<file path="src/hdl/ehd_pkg.sv">
// Extendible hash directory: shared constants, codes and types.
// No dependencies; imported by ehd_copy, the top level and the testbench.
`timescale 1ns / 1ps

package ehd_pkg;

	localparam int MAX_DEPTH = 10;
	localparam int SLOTS     = 1 << MAX_DEPTH;
	localparam int AW        = MAX_DEPTH;
	localparam int DEPTH_W   = $clog2(MAX_DEPTH + 1);
	localparam int WORD_W    = 32;
	localparam int POS_W     = 10;
	localparam int MODE_W    = 2;
	localparam int DOUT_W    = 4;

	typedef enum logic [MODE_W-1:0] {
		MODE_LOOKUP   = 2'd0,
		MODE_SET      = 2'd1,
		MODE_ALLOCATE = 2'd2,
		MODE_DOUBLE   = 2'd3
	} mode_t;

	typedef enum logic [1:0] {
		CP_IDLE,
		CP_COPY,
		CP_LAST
	} cp_state_t;

	// copy sequencer -> table port control
	typedef struct packed {
		logic          busy;
		logic          done;
		logic          rd_en;
		logic [AW-1:0] rd_addr;
		logic          wr_en;
		logic [AW-1:0] wr_addr;
	} copy_ctl_t;

endpackage

</file>
<file path="src/hdl/ehd_copy.sv">
// Copy sequencer for a directory double: walks the lower half of the table,
// one read per cycle, writing each word in the cycle after its read into the upper half.
// Depends on ehd_pkg.
`timescale 1ns / 1ps

module ehd_copy (
	input  logic                        clk,
	input  logic                        arst_n,
	input  logic                        go,
	input  logic [ehd_pkg::DEPTH_W-1:0] depth,
	output ehd_pkg::copy_ctl_t          ctl
);
	import ehd_pkg::*;

	cp_state_t     state_q, state_nx;
	logic [AW-1:0] idx_q;
	logic [AW-1:0] wr_idx_q;
	logic          wr_pend_q;
	logic [AW-1:0] half;
	logic          last_rd;

	assign half    = AW'(1) << depth;
	assign last_rd = (idx_q == (half - AW'(1)));

	always_comb begin
		state_nx = state_q;
		case (state_q)
			CP_IDLE: if (go) state_nx = CP_COPY;
			CP_COPY: if (last_rd) state_nx = CP_LAST;
			CP_LAST: state_nx = CP_IDLE;
			default: state_nx = CP_IDLE;
		endcase
	end

	always_comb begin
		ctl.busy    = (state_q != CP_IDLE);
		ctl.done    = (state_q == CP_LAST);
		ctl.rd_en   = (state_q == CP_COPY);
		ctl.rd_addr = idx_q;
		ctl.wr_en   = wr_pend_q;
		ctl.wr_addr = half | wr_idx_q;
	end

	always_ff @(posedge clk or negedge arst_n) begin
		if (!arst_n) begin
			state_q   <= CP_IDLE;
			idx_q     <= '0;
			wr_pend_q <= 1'b0;
		end else begin
			state_q   <= state_nx;
			wr_pend_q <= (state_q == CP_COPY);
			if (state_q == CP_COPY) begin
				idx_q <= idx_q + AW'(1);
			end else begin
				idx_q <= '0;
			end
		end
	end

	always_ff @(posedge clk) begin
		if (state_q == CP_COPY) begin
			wr_idx_q <= idx_q;
		end
	end

endmodule

</file>
<file path="config.mk">
export PLATFORM = sky130hd
export DESIGN_NAME = ehd_copy
export DESIGN_NICKNAME = d
export VERILOG_FILES = /design/src/hdl/ehd_pkg.sv /design/src/hdl/ehd_copy.sv
export SDC_FILE = /design/constraint.sdc
export NUM_CORES = 1
export LEC_CHECK = 0
export BUFFER_PORTS_ARGS = -buffer_cell sky130_fd_sc_hd__buf_2
export CAP_MARGIN = 25
export CORE_MARGIN = 4
export CORE_UTILIZATION = 40
export CTS_CLUSTER_SIZE = 40
export DETAILED_ROUTE_END_ITERATION = 12
export PLACE_DENSITY = 0.75
export REMOVE_ABC_BUFFERS = 1
export SLEW_MARGIN = 5
export SYNTH_ARGS = -nofsm -noshare
export SYNTH_HDL_FRONTEND = slang
export SYNTH_SLANG_ARGS = --single-unit
</file>
<file path="constraint.sdc">
create_clock -name clk -period 1.7 [get_ports clk]
set_clock_uncertainty 0.1 [all_clocks]
set_input_delay 0.34 -clock clk [delete_from_list [all_inputs] [get_ports clk]]
set_output_delay 0.34 -clock clk [all_outputs]
set_load 0.05 [all_outputs]
</file>
==> results_dict.tcl <==
set metrics [dict create \
    io_buffers 30 \
    grt_pass1_vias 1080 \
    finalMaxSlewViolations 0 \
    p_leak_nw 0.870 \
    period_needed_ps 2120 \
    multi_input_area_um2 642 \
    maxClockFrequency_mhz 473 \
    cp_data_arrival_time_ps 2210 \
    critical_path.top_delay_family "simple AND/OR/NAND/NOR gates" \
    path_cells "buf_8 > nor4_4 > inv_1 > ha_2 > buf_6 > buf_6 > a22o_1 > a22oi_2 > xnor2_2 > nor4_4 > a211oi_1" \
    maxCapViolations 0 \
    critPathRequiredTime_ps 1790 \
    powerDensity_nw_per_um2 1520 \
    clk_pin_slew_ps 120 \
    yosysMostFrequentCell "nor2_1" \
    tightestPinTransition_ps 289 \
    r2r_cells 6 \
    setup_ws_ps -416 \
    antenna_found_initial 0 \
    layout.cells.non_filler 223 \
    netlist_instances 121 \
    die_w_um 64.6 \
    dr.pass1.iters 4 \
    cts_tree "yes" \
    area_growth_pct 42.7 \
    synth_flop_cell "dfrtp_1" \
    rrSetupSlack_ps -50 \
    grt_pass1_wl_mm 4.75 \
    cts-root-buf "clkbuf_4" \
    avgSynthCellArea_um2 10.6 \
    hold_depth 3 \
    critPathLaunchType "primary input" \
    max_stage_delay_ps 310 \
    vias 1133 \
    cp_slowest_cell "nor4_4" \
    nets 189 \
    ys_async_sr_fraction_pct 56.5 \
    fin_crit_sh_pct 124 \
    route.detailed.drc 0 \
    path_depth 11 \
    drtIter0Drc 61 \
    regArea_um2 626 \
    die-area_um2 4180 \
    antenna_cells 0 \
    die_h_um 64.6 \
    route.detailed.wl_per_inst_um 14.4 \
    irDropWorstVdd_mv 0.828 \
    initial_core_util_pct 42.0 \
    worst_setup_path_end_kind "flip-flop" \
    cp.buffers_inverters 4 \
    synth_top_cell_area_share_pct 25.4 \
    synth_edf_count 10 \
    dpl.cell_count 212 \
    antenna_left 0 \
    synth.top_cells.by_area "dfrtp_1 25%, edfxtp_1 23%, xor2_1 7.5%, nor2_1 4.7%, xnor2_1 3.4%" \
    setup_tns_ps -1040 \
    clk_latency_ps 310 \
    grt_max_degree 14 \
    vias_per_cell 5.08 \
    fillers 258 \
    path_class "in -> reg" \
    ys_warn_count 0 \
    finalHoldViolCount 0 \
    ys_top_cells_by_count "16 x nor2_1, 13 x dfrtp_1, 11 x xor2_1" \
    violations "negative setup slack" \
    core_um2 3050 \
    slew-limit-headroom_pct 80.7 \
    finalSetupViolCount 8 \
    track_usage_pct 14.3 \
    layout-drive-gt1-share_pct 41.9 \
    run_status "complete, but fails checks" \
    hpwl_mm 2.20 \
    ys_ff_latch 23 \
    synth_largest_area_cell "dfrtp_1" \
    ys_seq_area_share_pct 48.8 \
    routed_wl_mm 3.20 \
    htree_levels 1 \
    fin_total_pwr_mw 2.79 \
    cts_buffers 3 \
    grt_overflow 0 \
    netlist-cell-type-count 39 \
    gp_congestion 0.762 \
    clkSinkCount 23 \
    cp_max_fo 5 \
    ctsLongestPathBuffers 2 \
    std_cell_rows 20 \
    worstHoldPathType "in -> reg" \
    rsz0062_at_grt "true" \
    synth_area_um2 1280 \
    io_pins 31 \
]
-- through the flow --
stage               setup WS (ps)  utilization [%]  instance area [um2]  hold WS, ps
floorplan                    -623                -                 1230        -55.6
global placement             -702             53.2                 1620          137
detailed placement           -739             53.2                 1620          138
CTS                          -333             56.1                 1710          210
global route                 -523             60.0                 1830          233
finish                       -416             60.0                 1830          237
-- registers in the layout, summed over array words and instances (netlist names) --
register	flops
idx_q	10
wr_idx_q	10
state_q	2
wr_pend_q	1
-- cells by family (layout without fill, tap and decap cells) --
logic type | count (synthesis) | after routing | synth area share (%)
DFF | 23 | 23 | 48.8
adders and majority gates | 2 | 2 | 1.95
buffers and inverters | 12 | 70 | 5.17
AOI/OAI and AO/OA | 20 | 20 | 11.9
xor gates and xnor gates | 16 | 16 | 10.9
muxes | 2 | 2 | 1.66
and+or+nand+nor | 46 | 46 | 19.6
-- worst register-to-register path, delay by kind of cell (launching register included) --
kind               cells  cell delay [ps]
and+or+nand+nor        2              610
AOI/OAI and AO/OA      4              530
DFF                    1              410
-- layout make-up --
cell class,instances,area share [%]
inverters,4,0.820
flip-flops and latches,23,34.2
multi-input cells,86,35.1
repair buffers,62,25.5
well taps,44,3.01
clock buffers,4,1.44
-- per-layer routing --
layer	routed length, um	vias up	global-route usage, %	part of all wire, %
li1	-	537	-	-
met1	1290	555	15.9	40
met2	1740	37	27.3	54
met3	138	4	1.39	4.3
met4	38	0	6.33	1.2
met5	0	-	0	0
-- final timing paths --
| path | start | endpoint |
|---|---|---|
| setup / recovery | depth[1] | state_q[0]$_DFFE_PN0P_ |
| hold / removal | go | state_q[0]$_DFFE_PN0P_ |
| setup reg to reg | idx_q[5]$_DFF_PN0_ | state_q[0]$_DFFE_PN0P_ |
| hold reg to reg | state_q[1]$_DFFE_PN0P_ | state_q[0]$_DFFE_PN0P_ |
| max in group asynchronous | arst_n | idx_q[7]$_DFF_PN0_ |
| min in group asynchronous | arst_n | state_q[1]$_DFFE_PN0P_ |
-- power breakdown --
group	switching [mW]	internal, mW
Clock	0.157	0.0916
Sequential	0.121	0.789
Combinational	1.07	0.553
Total	1.35	1.43
-- placed cells by master, fill, tap and decap left out, drive strengths merged, types with 2 or more instances in the layout --
cell and n:
nor2b 4, nor2 16, a31o 3, nand2b 2, nor3 2, dfrtp 13
nor4 2, and2 2, ha 2, a21o 4, and3 3, nand2 2
a31oi 2, inv 4, nand3 8, buf 60, edfxtp 10, xor2 11
or2 3, o21ai 2, xnor2 5, clkbuf 5
-- what timing repair did --
item                                    in CTS  in global routing
hold buffers                                 1                  0
buffers inserted                             0                  6
pin swaps                                    2                  8
gates resized for setup                     17                 18
hold endpoints to repair                    13                  0
endpoints found under the setup margin      11                 12
(Power assumes the default switching activity.)
